### src/design/char_lcd_8bit_interface_sequencer_assert.svh
// assertion macros used by the sequencer top-level design file
`ifndef CHAR_LCD_8BIT_INTERFACE_SEQUENCER_ASSERT_SVH
`define CHAR_LCD_8BIT_INTERFACE_SEQUENCER_ASSERT_SVH

// same-cycle implication, off during reset
`define LCDSEQ_ASSERT_IMP(lbl, clk, rst_n, ante, cons, msg) \
  lbl: assert property (@(posedge clk) disable iff (!(rst_n)) (ante) |-> (cons)) \
    else $error(msg);

// next-cycle implication, off during reset
`define LCDSEQ_ASSERT_NXT(lbl, clk, rst_n, ante, cons, msg) \
  lbl: assert property (@(posedge clk) disable iff (!(rst_n)) (ante) |=> (cons)) \
    else $error(msg);

// condition that must hold in the cycle after reset is applied
`define LCDSEQ_ASSERT_RST(lbl, clk, rst_n, cons, msg) \
  lbl: assert property (@(posedge clk) (!(rst_n)) |=> (cons)) else $error(msg);

`endif

### src/design/lcdseq_pkg.sv
`timescale 1ns / 1ps
package lcdseq_pkg;

  localparam int CFG_W = 17;
  localparam int CFG_IDX_W = 3;
  localparam int TICK_COUNT_WIDTH_DEF = 17;

  // register indexes
  localparam logic [CFG_IDX_W-1:0] CFG_POWERUP_WAIT = 3'd0;
  localparam logic [CFG_IDX_W-1:0] CFG_CMD_PULSE    = 3'd1;
  localparam logic [CFG_IDX_W-1:0] CFG_CHAR_PULSE   = 3'd2;
  localparam logic [CFG_IDX_W-1:0] CFG_FIRST_GAP    = 3'd3;
  localparam logic [CFG_IDX_W-1:0] CFG_SHORT_GAP    = 3'd4;
  localparam logic [CFG_IDX_W-1:0] CFG_STEP_GAP     = 3'd5;

  localparam logic [CFG_W-1:0] POWERUP_WAIT_DEF = 17'd110000;
  localparam logic [CFG_W-1:0] CMD_PULSE_DEF    = 17'd4000;
  localparam logic [CFG_W-1:0] CHAR_PULSE_DEF   = 17'd40;
  localparam logic [CFG_W-1:0] FIRST_GAP_DEF    = 17'd5000;
  localparam logic [CFG_W-1:0] SHORT_GAP_DEF    = 17'd20;
  localparam logic [CFG_W-1:0] STEP_GAP_DEF     = 17'd55;

  // request types
  localparam logic [2:0] REQ_TICK    = 3'd0;
  localparam logic [2:0] REQ_CMD     = 3'd1;
  localparam logic [2:0] REQ_CHAR    = 3'd2;
  localparam logic [2:0] REQ_CURSOR  = 3'd3;
  localparam logic [2:0] REQ_RESTART = 3'd4;

  localparam logic [7:0] ROW1 = 8'd1;
  localparam logic [7:0] ROW2 = 8'd2;
  localparam logic [7:0] ROW1_BASE = 8'h80;
  localparam logic [7:0] ROW2_BASE = 8'hC0;

  typedef struct packed {
    logic [2:0] req_type;
    logic [7:0] byte_value;
    logic [7:0] column;
  } in_item_t;

  typedef struct packed {
    logic       rs_pin;
    logic       en_pin;
    logic [7:0] data_pins;
    logic       busy_res;
    logic       rejected;
  } out_item_t;

  typedef struct packed {
    logic [CFG_W-1:0] powerup_wait_ticks;
    logic [CFG_W-1:0] command_pulse_ticks;
    logic [CFG_W-1:0] char_pulse_ticks;
    logic [CFG_W-1:0] first_gap_ticks;
    logic [CFG_W-1:0] short_gap_ticks;
    logic [CFG_W-1:0] step_gap_ticks;
  } cfg_regs_t;

  // power-up command sequence
  function automatic logic [7:0] init_cmd(input logic [2:0] step);
    logic [7:0] c;
    unique case (step)
      3'd0, 3'd1, 3'd2: c = 8'h30;
      3'd3:             c = 8'h38;
      3'd4:             c = 8'h08;
      3'd5:             c = 8'h01;
      3'd6:             c = 8'h06;
      default:          c = 8'h0C;
    endcase
    return c;
  endfunction

endpackage

### src/design/lcdseq_cfg.sv
`timescale 1ns / 1ps
module lcdseq_cfg (
  input  logic                             clk,
  input  logic                             rst_n,
  input  logic                             cfg_we,
  input  logic [lcdseq_pkg::CFG_IDX_W-1:0] cfg_index,
  input  logic [lcdseq_pkg::CFG_W-1:0]     cfg_wdata,
  output lcdseq_pkg::cfg_regs_t            cfg
);
  import lcdseq_pkg::*;

  cfg_regs_t cfg_r;

  always_ff @(posedge clk) begin
    if (!rst_n) begin
      cfg_r.powerup_wait_ticks  <= POWERUP_WAIT_DEF;
      cfg_r.command_pulse_ticks <= CMD_PULSE_DEF;
      cfg_r.char_pulse_ticks    <= CHAR_PULSE_DEF;
      cfg_r.first_gap_ticks     <= FIRST_GAP_DEF;
      cfg_r.short_gap_ticks     <= SHORT_GAP_DEF;
      cfg_r.step_gap_ticks      <= STEP_GAP_DEF;
    end else if (cfg_we) begin
      unique case (cfg_index)
        CFG_POWERUP_WAIT: cfg_r.powerup_wait_ticks  <= cfg_wdata;
        CFG_CMD_PULSE:    cfg_r.command_pulse_ticks <= cfg_wdata;
        CFG_CHAR_PULSE:   cfg_r.char_pulse_ticks    <= cfg_wdata;
        CFG_FIRST_GAP:    cfg_r.first_gap_ticks     <= cfg_wdata;
        CFG_SHORT_GAP:    cfg_r.short_gap_ticks     <= cfg_wdata;
        CFG_STEP_GAP:     cfg_r.step_gap_ticks      <= cfg_wdata;
        default: ;
      endcase
    end
  end

  assign cfg = cfg_r;

endmodule

### src/design/lcdseq_core.sv
`timescale 1ns / 1ps
module lcdseq_core #(
  parameter int TICK_COUNT_WIDTH = lcdseq_pkg::TICK_COUNT_WIDTH_DEF
) (
  input  logic                  clk,
  input  logic                  rst_n,
  input  logic                  step_en,
  input  lcdseq_pkg::in_item_t  item,
  input  lcdseq_pkg::cfg_regs_t cfg,
  output lcdseq_pkg::out_item_t res
);
  import lcdseq_pkg::*;

  localparam logic [1:0] PH_IDLE    = 2'd0;
  localparam logic [1:0] PH_POWERUP = 2'd1;
  localparam logic [1:0] PH_PULSE   = 2'd2;
  localparam logic [1:0] PH_GAP     = 2'd3;

  localparam logic [32:0] CNT_MAX = (33'd1 << TICK_COUNT_WIDTH) - 33'd1;

  typedef logic [TICK_COUNT_WIDTH-1:0] cnt_t;

  // loads saturate at the counter's full scale
  function automatic cnt_t sat_cnt(input logic [CFG_W-1:0] v);
    logic [32:0] wide;
    wide = 33'(v);
    if (wide > CNT_MAX) return '1;
    return wide[TICK_COUNT_WIDTH-1:0];
  endfunction

  logic [1:0] phase_r, phase_nxt;
  logic [3:0] step_r, step_nxt;
  cnt_t       cnt_r, cnt_nxt;
  logic       in_init_r, in_init_nxt;
  logic       rs_r, rs_nxt;
  logic       en_r, en_nxt;
  logic [7:0] data_r, data_nxt;

  logic             busy;
  logic             rej;
  cnt_t             cnt_dec;
  cnt_t             cmd_len;
  cnt_t             char_len;
  cnt_t             gap_cnt;
  logic [CFG_W-1:0] gap_sel;
  logic [3:0]       step_inc;

  always_comb begin
    busy     = phase_r != PH_IDLE;
    cnt_dec  = (cnt_r != '0) ? cnt_r - cnt_t'(1) : cnt_r;
    cmd_len  = (cfg.command_pulse_ticks == '0) ? cnt_t'(1) : sat_cnt(cfg.command_pulse_ticks);
    char_len = (cfg.char_pulse_ticks == '0) ? cnt_t'(1) : sat_cnt(cfg.char_pulse_ticks);
    step_inc = step_r + 4'd1;
    priority if (step_r == 4'd0)  gap_sel = cfg.first_gap_ticks;
    else if (step_r <= 4'd2)      gap_sel = cfg.short_gap_ticks;
    else if (step_r <= 4'd5)      gap_sel = cfg.step_gap_ticks;
    else                          gap_sel = '0;
    gap_cnt = sat_cnt(gap_sel);

    phase_nxt   = phase_r;
    step_nxt    = step_r;
    cnt_nxt     = cnt_r;
    in_init_nxt = in_init_r;
    rs_nxt      = rs_r;
    en_nxt      = en_r;
    data_nxt    = data_r;
    rej         = 1'b0;

    unique case (item.req_type)
      REQ_TICK: begin
        if (busy) begin
          cnt_nxt = cnt_dec;
          if (cnt_dec == '0) begin
            unique case (phase_r)
              PH_POWERUP: begin
                step_nxt  = 4'd0;
                rs_nxt    = 1'b0;
                en_nxt    = 1'b1;
                data_nxt  = init_cmd(3'd0);
                phase_nxt = PH_PULSE;
                cnt_nxt   = cmd_len;
              end
              PH_PULSE: begin
                en_nxt = 1'b0;
                if (!in_init_r) begin
                  phase_nxt = PH_IDLE;
                end else if (gap_cnt != '0) begin
                  phase_nxt = PH_GAP;
                  cnt_nxt   = gap_cnt;
                end else if (step_inc[3]) begin
                  // zero gap after the last command: init done at once
                  step_nxt    = step_inc;
                  phase_nxt   = PH_IDLE;
                  in_init_nxt = 1'b0;
                  cnt_nxt     = gap_cnt;
                end else begin
                  step_nxt  = step_inc;
                  en_nxt    = 1'b1;
                  rs_nxt    = 1'b0;
                  data_nxt  = init_cmd(step_inc[2:0]);
                  phase_nxt = PH_PULSE;
                  cnt_nxt   = cmd_len;
                end
              end
              PH_GAP: begin
                step_nxt = step_inc;
                if (step_inc[3]) begin
                  phase_nxt   = PH_IDLE;
                  in_init_nxt = 1'b0;
                end else begin
                  en_nxt    = 1'b1;
                  rs_nxt    = 1'b0;
                  data_nxt  = init_cmd(step_inc[2:0]);
                  phase_nxt = PH_PULSE;
                  cnt_nxt   = cmd_len;
                end
              end
              PH_IDLE: ;
            endcase
          end
        end
      end
      REQ_CMD: begin
        if (busy) begin
          rej = 1'b1;
        end else begin
          rs_nxt    = 1'b0;
          en_nxt    = 1'b1;
          data_nxt  = item.byte_value;
          phase_nxt = PH_PULSE;
          cnt_nxt   = cmd_len;
        end
      end
      REQ_CHAR: begin
        if (busy) begin
          rej = 1'b1;
        end else begin
          rs_nxt    = 1'b1;
          en_nxt    = 1'b1;
          data_nxt  = item.byte_value;
          phase_nxt = PH_PULSE;
          cnt_nxt   = char_len;
        end
      end
      REQ_CURSOR: begin
        if (busy) begin
          rej = 1'b1;
        end else if (item.byte_value == ROW1 || item.byte_value == ROW2) begin
          rs_nxt    = 1'b0;
          en_nxt    = 1'b1;
          data_nxt  = (item.byte_value == ROW1) ? ROW1_BASE + item.column - 8'd1
                                                : ROW2_BASE + item.column - 8'd1;
          phase_nxt = PH_PULSE;
          cnt_nxt   = cmd_len;
        end
      end
      REQ_RESTART: begin
        phase_nxt   = PH_POWERUP;
        step_nxt    = 4'd0;
        in_init_nxt = 1'b1;
        rs_nxt      = 1'b0;
        en_nxt      = 1'b0;
        data_nxt    = 8'h00;
        cnt_nxt     = sat_cnt(cfg.powerup_wait_ticks);
      end
      default: ;
    endcase
  end

  always_ff @(posedge clk) begin
    if (!rst_n) begin
      phase_r   <= PH_POWERUP;
      step_r    <= 4'd0;
      cnt_r     <= sat_cnt(POWERUP_WAIT_DEF);
      in_init_r <= 1'b1;
      rs_r      <= 1'b0;
      en_r      <= 1'b0;
      data_r    <= 8'h00;
    end else if (step_en) begin
      phase_r   <= phase_nxt;
      step_r    <= step_nxt;
      cnt_r     <= cnt_nxt;
      in_init_r <= in_init_nxt;
      rs_r      <= rs_nxt;
      en_r      <= en_nxt;
      data_r    <= data_nxt;
    end
  end

  assign res.rs_pin    = rs_nxt;
  assign res.en_pin    = en_nxt;
  assign res.data_pins = data_nxt;
  assign res.busy_res  = phase_nxt != PH_IDLE;
  assign res.rejected  = rej;

endmodule

### src/design/char_lcd_8bit_interface_sequencer.sv
`timescale 1ns / 1ps
// Sequencer for an 8-bit parallel character display bus (RS, EN, D0..D7).
// Input channel in_valid/in_ready/in_item: each item is a one-microsecond
// tick, a command byte, a character, a cursor move or a restart of init.
// Output channel out_valid/out_ready/out_item: exactly one result per item,
// giving the pin levels after that item plus busy and rejected flags.
// Configuration: cfg_we with cfg_index/cfg_wdata writes one timing register
// in the same cycle; write only while no items are in flight.
// Path: an accepted item waits in the input register; its result is then
// captured in the result register and shown at out_item.
// Throughput: one item per cycle while out_ready keeps the output draining;
// the pin/timer update is a single pass of logic between the two registers.
// Reset (rst_n low, synchronous) clears both stages, loads the default
// timings and starts the power-up wait with all pins low.
// When out_ready is low the result register holds; the input register still
// takes one more item, after which in_ready drops until the output drains.
module char_lcd_8bit_interface_sequencer #(
  parameter int TICK_COUNT_WIDTH = lcdseq_pkg::TICK_COUNT_WIDTH_DEF
) (
  input  logic                             clk,
  input  logic                             rst_n,
  input  logic                             in_valid,
  output logic                             in_ready,
  input  lcdseq_pkg::in_item_t             in_item,
  output logic                             out_valid,
  input  logic                             out_ready,
  output lcdseq_pkg::out_item_t            out_item,
  input  logic                             cfg_we,
  input  logic [lcdseq_pkg::CFG_IDX_W-1:0] cfg_index,
  input  logic [lcdseq_pkg::CFG_W-1:0]     cfg_wdata
);
  import lcdseq_pkg::*;

  `include "char_lcd_8bit_interface_sequencer_assert.svh"

  logic      in_vld_r;
  in_item_t  in_item_r;
  logic      out_vld_r;
  out_item_t out_item_r;
  logic      advance;
  cfg_regs_t cfg;
  out_item_t res;

  // item moves from the input register into the result register
  assign advance  = in_vld_r && (!out_vld_r || out_ready);
  assign in_ready = !in_vld_r || advance;

  lcdseq_cfg u_cfg (
    .clk       (clk),
    .rst_n     (rst_n),
    .cfg_we    (cfg_we),
    .cfg_index (cfg_index),
    .cfg_wdata (cfg_wdata),
    .cfg       (cfg)
  );

  lcdseq_core #(
    .TICK_COUNT_WIDTH (TICK_COUNT_WIDTH)
  ) u_core (
    .clk     (clk),
    .rst_n   (rst_n),
    .step_en (advance),
    .item    (in_item_r),
    .cfg     (cfg),
    .res     (res)
  );

  always_ff @(posedge clk) begin
    if (!rst_n) begin
      in_vld_r  <= 1'b0;
      out_vld_r <= 1'b0;
    end else begin
      if (in_ready) begin
        in_vld_r <= in_valid;
      end
      if (advance) begin
        out_vld_r <= 1'b1;
      end else if (out_ready) begin
        out_vld_r <= 1'b0;
      end
    end
  end

  always_ff @(posedge clk) begin
    if (in_valid && in_ready) begin
      in_item_r <= in_item;
    end
    if (advance) begin
      out_item_r <= res;
    end
  end

  assign out_valid = out_vld_r;
  assign out_item  = out_item_r;

  `LCDSEQ_ASSERT_IMP(a_rej_busy, clk, rst_n, out_vld_r && out_item_r.rejected,
    out_item_r.busy_res, "rejected result without busy")
  `LCDSEQ_ASSERT_IMP(a_en_busy, clk, rst_n, out_vld_r && out_item_r.en_pin,
    out_item_r.busy_res, "enable high while sequencer idle")
  `LCDSEQ_ASSERT_NXT(a_adv_lands, clk, rst_n, advance, out_vld_r,
    "advanced item missing from result register")
  `LCDSEQ_ASSERT_NXT(a_in_hold, clk, rst_n, in_vld_r && !advance, in_vld_r,
    "held item lost from input register")
  `LCDSEQ_ASSERT_RST(a_rst_empty, clk, rst_n, !in_vld_r && !out_vld_r,
    "pipeline not empty after reset")

endmodule
### config.mk
export PLATFORM = sky130hd
export DESIGN_NAME = char_lcd_8bit_interface_sequencer
export DESIGN_NICKNAME = d
export VERILOG_FILES = /design/src/design/lcdseq_pkg.sv /design/src/design/lcdseq_cfg.sv /design/src/design/lcdseq_core.sv /design/src/design/char_lcd_8bit_interface_sequencer.sv
export VERILOG_INCLUDE_DIRS = /design/src /design/src/design
export SDC_FILE = /design/constraint.sdc
export NUM_CORES = 1
export LEC_CHECK = 0
export BUFFER_PORTS_ARGS = -buffer_cell sky130_fd_sc_hd__buf_4
export CAP_MARGIN = 20
export CORE_MARGIN = 4
export CORE_UTILIZATION = 40
export DETAILED_ROUTE_END_ITERATION = 12
export SLEW_MARGIN = 20
export SYNTH_ARGS = -nofsm -noshare
export SYNTH_HDL_FRONTEND = slang
export SYNTH_SLANG_ARGS = --single-unit
### constraint.sdc
create_clock -name clk -period 5.7 [get_ports clk]
set_clock_uncertainty 0.05 [all_clocks]
set_input_delay 0.855 -clock clk [delete_from_list [all_inputs] [get_ports clk]]
set_output_delay 0.855 -clock clk [all_outputs]
set_load 0.05 [all_outputs]
==> metrics.md <==
| Metric | Value |
|---|---|
| Gate power share | `0.115` |
| DR WL/cell | `20.6 um` |
| CP max FO | `19` |
| Max stage delay on crit path | `860 ps` |
| Sw Ratio | `0.278` |
| Asr flop ratio synth | `0` |
| Core Box Area | `0.0227 sq mm` |
| Grt ovf | `0` |
| Overall Power | `0.00286 W` |
| Fmax | `237 MHz` |
| Mapped cell area | `0.00926 sq mm` |
| Initial DRC count | `1,199` |
| Synth warnings | `0` |
| Nets | `1,284` |
| Number of global-route vias before repair | `8,329` |
| Net Sw Power | `0.000794 W` |
| Max-capacitance violation count | `0` |
| Share of cells above drive strength 1 | `0.104` |
| WP data arrival | `4530 ps` |
| Final setup TNS | `0 ps` |
| Area Growth Syn to Fin | `13.3%` |
| Synthesized flop and latch total | `169` |
| Most common cell after layout, fill and taps aside | `nand2_1` |
| RSZ-0062 raised after global routing | `false` |
| Syn_nets | `1,270` |
| Worst vdd ir | `0.220 mV` |
| Min-delay worst type | `reg2reg` |
| ANT nets after route | `0` |
| Number of gates resized after CTS | `0` |
| Setup CP Type | `reg2reg` |
| Antenna cell count | `0` |
| Worst path slowest cell | `nor3b_2` |
| Power Density | `272 mW/mm^2` |
| Number of buffers added on ports | `57` |
| HPWL Detailed | `22.2 mm` |
| Vias | `9,165` |
| Slew @ Worst Pin | `1030 ps` |
| Fill cell count | `2,242` |
| Starting Density | `0.408` |
| Final worst path period share | `0.739` |
| Setup Fix Bufs, Post-CTS | `0` |
| Largest net degree at the start of global routing | `59` |
| Clock latency on the worst-skew pair | `440 ps` |
| Clk buf depth | `2` |
| Max-slew violation count | `0` |
| DRC viols | `0` |
| Final wirelength | `31.4 mm` |
| Hold Buf Count CTS | `0` |
| CTS tree | `built` |
| Crit. End Element | `flip-flop` |
| Core Util, Final | `0.462` |
| Setup violators final | `0` |
| Status | `finished, final reports clean` |
| Row count | `55` |
| Number of vias per cell | `6.03` |
| Clock power frac | `0.430` |
| Internal power | `0.00206 W` |
| Most frequent cells in the layout | `nand2_1, a21oi_1, dfxtp_1, nor2_1, buf_4` |
| First-pass GRT wire length | `48.8 mm` |
| CTS H-tree lvls | `4` |
| Tmin final | `4210 ps` |
| Critical Path Source Type | `flip-flop` |
| Prevailing post-synth register cell | `dfxtp_1` |
| Leakage power | `3.72 nW` |
| Post-Syn Instances | `1,209` |
| Netlist cell types | `81` |
| Die Width | `160 um` |
| Cell breakdown of the critical path | `inv_1 > ha_1 > nor3b_2 > nand2b_1 > a2111oi_0 > nand4_1 > o21a_1 > or4_1 > a21oi_1 > a31o_1` |
| Clk sinks | `169` |
| EDFF count, synth | `31` |
| DR pass1 iterations | `6` |
| Die outline area | `0.0256 sq mm` |
| Sequential area share after synthesis | `0.399` |
| Crit path required time | `6020 ps` |
| Clk root buf | `clkbuf_16` |
| Syn_area_per_cell | `7.66 sq um` |
| Final hold vios | `0` |
| RePlAce Congestion | `0.909` |
| Normalized max-slew margin | `0.305` |
| Die H | `160 um` |
| Worst-path clk slew | `70 ps` |
| Num CTS Buffers | `17` |
| Initial antenna violation count | `0` |
| Sequential power share | `0.455` |
| I/O pin cnt | `58` |
| GRT Overall Usage | `0.239` |
==> flip-flops by register name (all words and copies together), names as in the netlist <==
| signal | count |
|---|---|
| in_item_r | 19 |
| in_vld_r | 1 |
| out_item | 12 |
| out_valid | 1 |
| u_cfg.cfg | 102 |
| u_core.cnt_r | 17 |
| u_core.data_r | 8 |
| u_core.en_r | 1 |
| u_core.in_init_r | 1 |
| u_core.phase_r | 2 |
| u_core.rs_r | 1 |
| u_core.step_r | 4 |
==> Yosys cell counts, drive strengths merged, types with 4 or more instances <==
cell type	number	area, sq um
a222oi	4	40.0
nand3	52	260
buf	10	53.8
or4	8	71.3
ha	17	213
or3	6	37.5
clkbuf	66	248
edfxtp	31	931
o31ai	10	93.8
o21a	9	67.6
a22oi	5	37.5
or2	5	31.3
a221o	4	40.0
a211oi	5	37.5
nand2	275	1030
nor2b	21	131
nor3	26	130
nand2b	14	87.6
nor2	81	317
o211ai	11	82.6
nand4	9	71.3
a22o	7	61.3
xnor2	8	70.1
a2111oi	5	45.0
a21oi	142	714
dfxtp	138	2760
inv	19	71.3
a221oi	6	52.6
mux2	6	67.6
and3	5	31.3
xor2	7	61.3
o22ai	8	50.1
a31oi	28	175
nor4	22	144
o21ai	75	375
and2	6	37.5
o221ai	6	52.6
==> worst max-delay path, delay by kind of cell, from the launching register on <==
kind	cells	cell delay [ps]
adder cells (fa/ha/maj)	1	260
buffers and inverters	1	180
AND/OR/NAND/NOR	4	2110
flip-flops	1	410
AO/OA/AOI/OAI	4	1130
==> layout make-up <==
class | count | area [sq um] | share of cell area
clock buffer | 19 | 464 | 0.0442
clock inverter | 13 | 154 | 0.0147
inverter | 19 | 71.3 | 0.00680
multi-input combinational | 945 | 5220 | 0.497
sequential | 169 | 3690 | 0.352
tap | 285 | 357 | 0.0340
timing repair buffer | 71 | 537 | 0.0512
==> layer usage <==
metal / GRT usage / wire length [um]
met1: 0.365 / 14900
met3: 0.0534 / 2830
met4: 0.0504 / 401
met5: 0 / 0
met2: 0.346 / 13200
==> worst paths after layout <==
check                           startpoint                             to  cells after the start  slack [ps]
min reg2reg     u_cfg.cfg[85]$_SDFFE_PN0P_     u_cfg.cfg[85]$_SDFFE_PN0P_                      2         400
min             u_cfg.cfg[85]$_SDFFE_PN0P_     u_cfg.cfg[85]$_SDFFE_PN0P_                      2         400
max          u_core.step_r[1]$_SDFFE_PN0P_  u_core.step_r[2]$_SDFFE_PN0P_                     10        1490
max reg2reg  u_core.step_r[1]$_SDFFE_PN0P_  u_core.step_r[2]$_SDFFE_PN0P_                     10        1490
==> logic make-up after synthesis <==
group                      share of synthesized area
xor gates and xnor gates                      0.0142
buffers and inverters                         0.0403
AOI/OAI and AO/OA                              0.245
muxes                                         0.0105
and+or+nand+nor                                0.268
adders and majority gates                     0.0230
DFF                                            0.399
==> through the flow <==
| stage | hold slack [ps] | cell area, sq um | cells | setup slack [ps] |
|---|---|---|---|---|
| after floorplan | 381 | 9260 | 1209 | 2380 |
| after global placement | 392 | 9850 | 1487 | 1700 |
| after detailed placement | 397 | 9860 | 1488 | 1580 |
| after CTS | 406 | 10500 | 1520 | 1560 |
| after global routing | 423 | 10500 | 1521 | 1150 |
| final | 405 | 10500 | 1521 | 1490 |
==> power groups by stage <==
stage | sequential, W | clock [W] | combinational [W]
5_1_grt | 0.00130 | 0.00130 | 0.000355
6_report | 0.00130 | 0.00123 | 0.000327
3_5_place_dp | 0.00133 | 0 | 0.000320
2_1_floorplan | 0.00132 | 0 | 0.000191
4_1_cts | 0.00130 | 0.00124 | 0.000321
3_3_place_gp | 0.00133 | 0 | 0.000318
No activity file was read; power rests on OpenSTA's default activity.
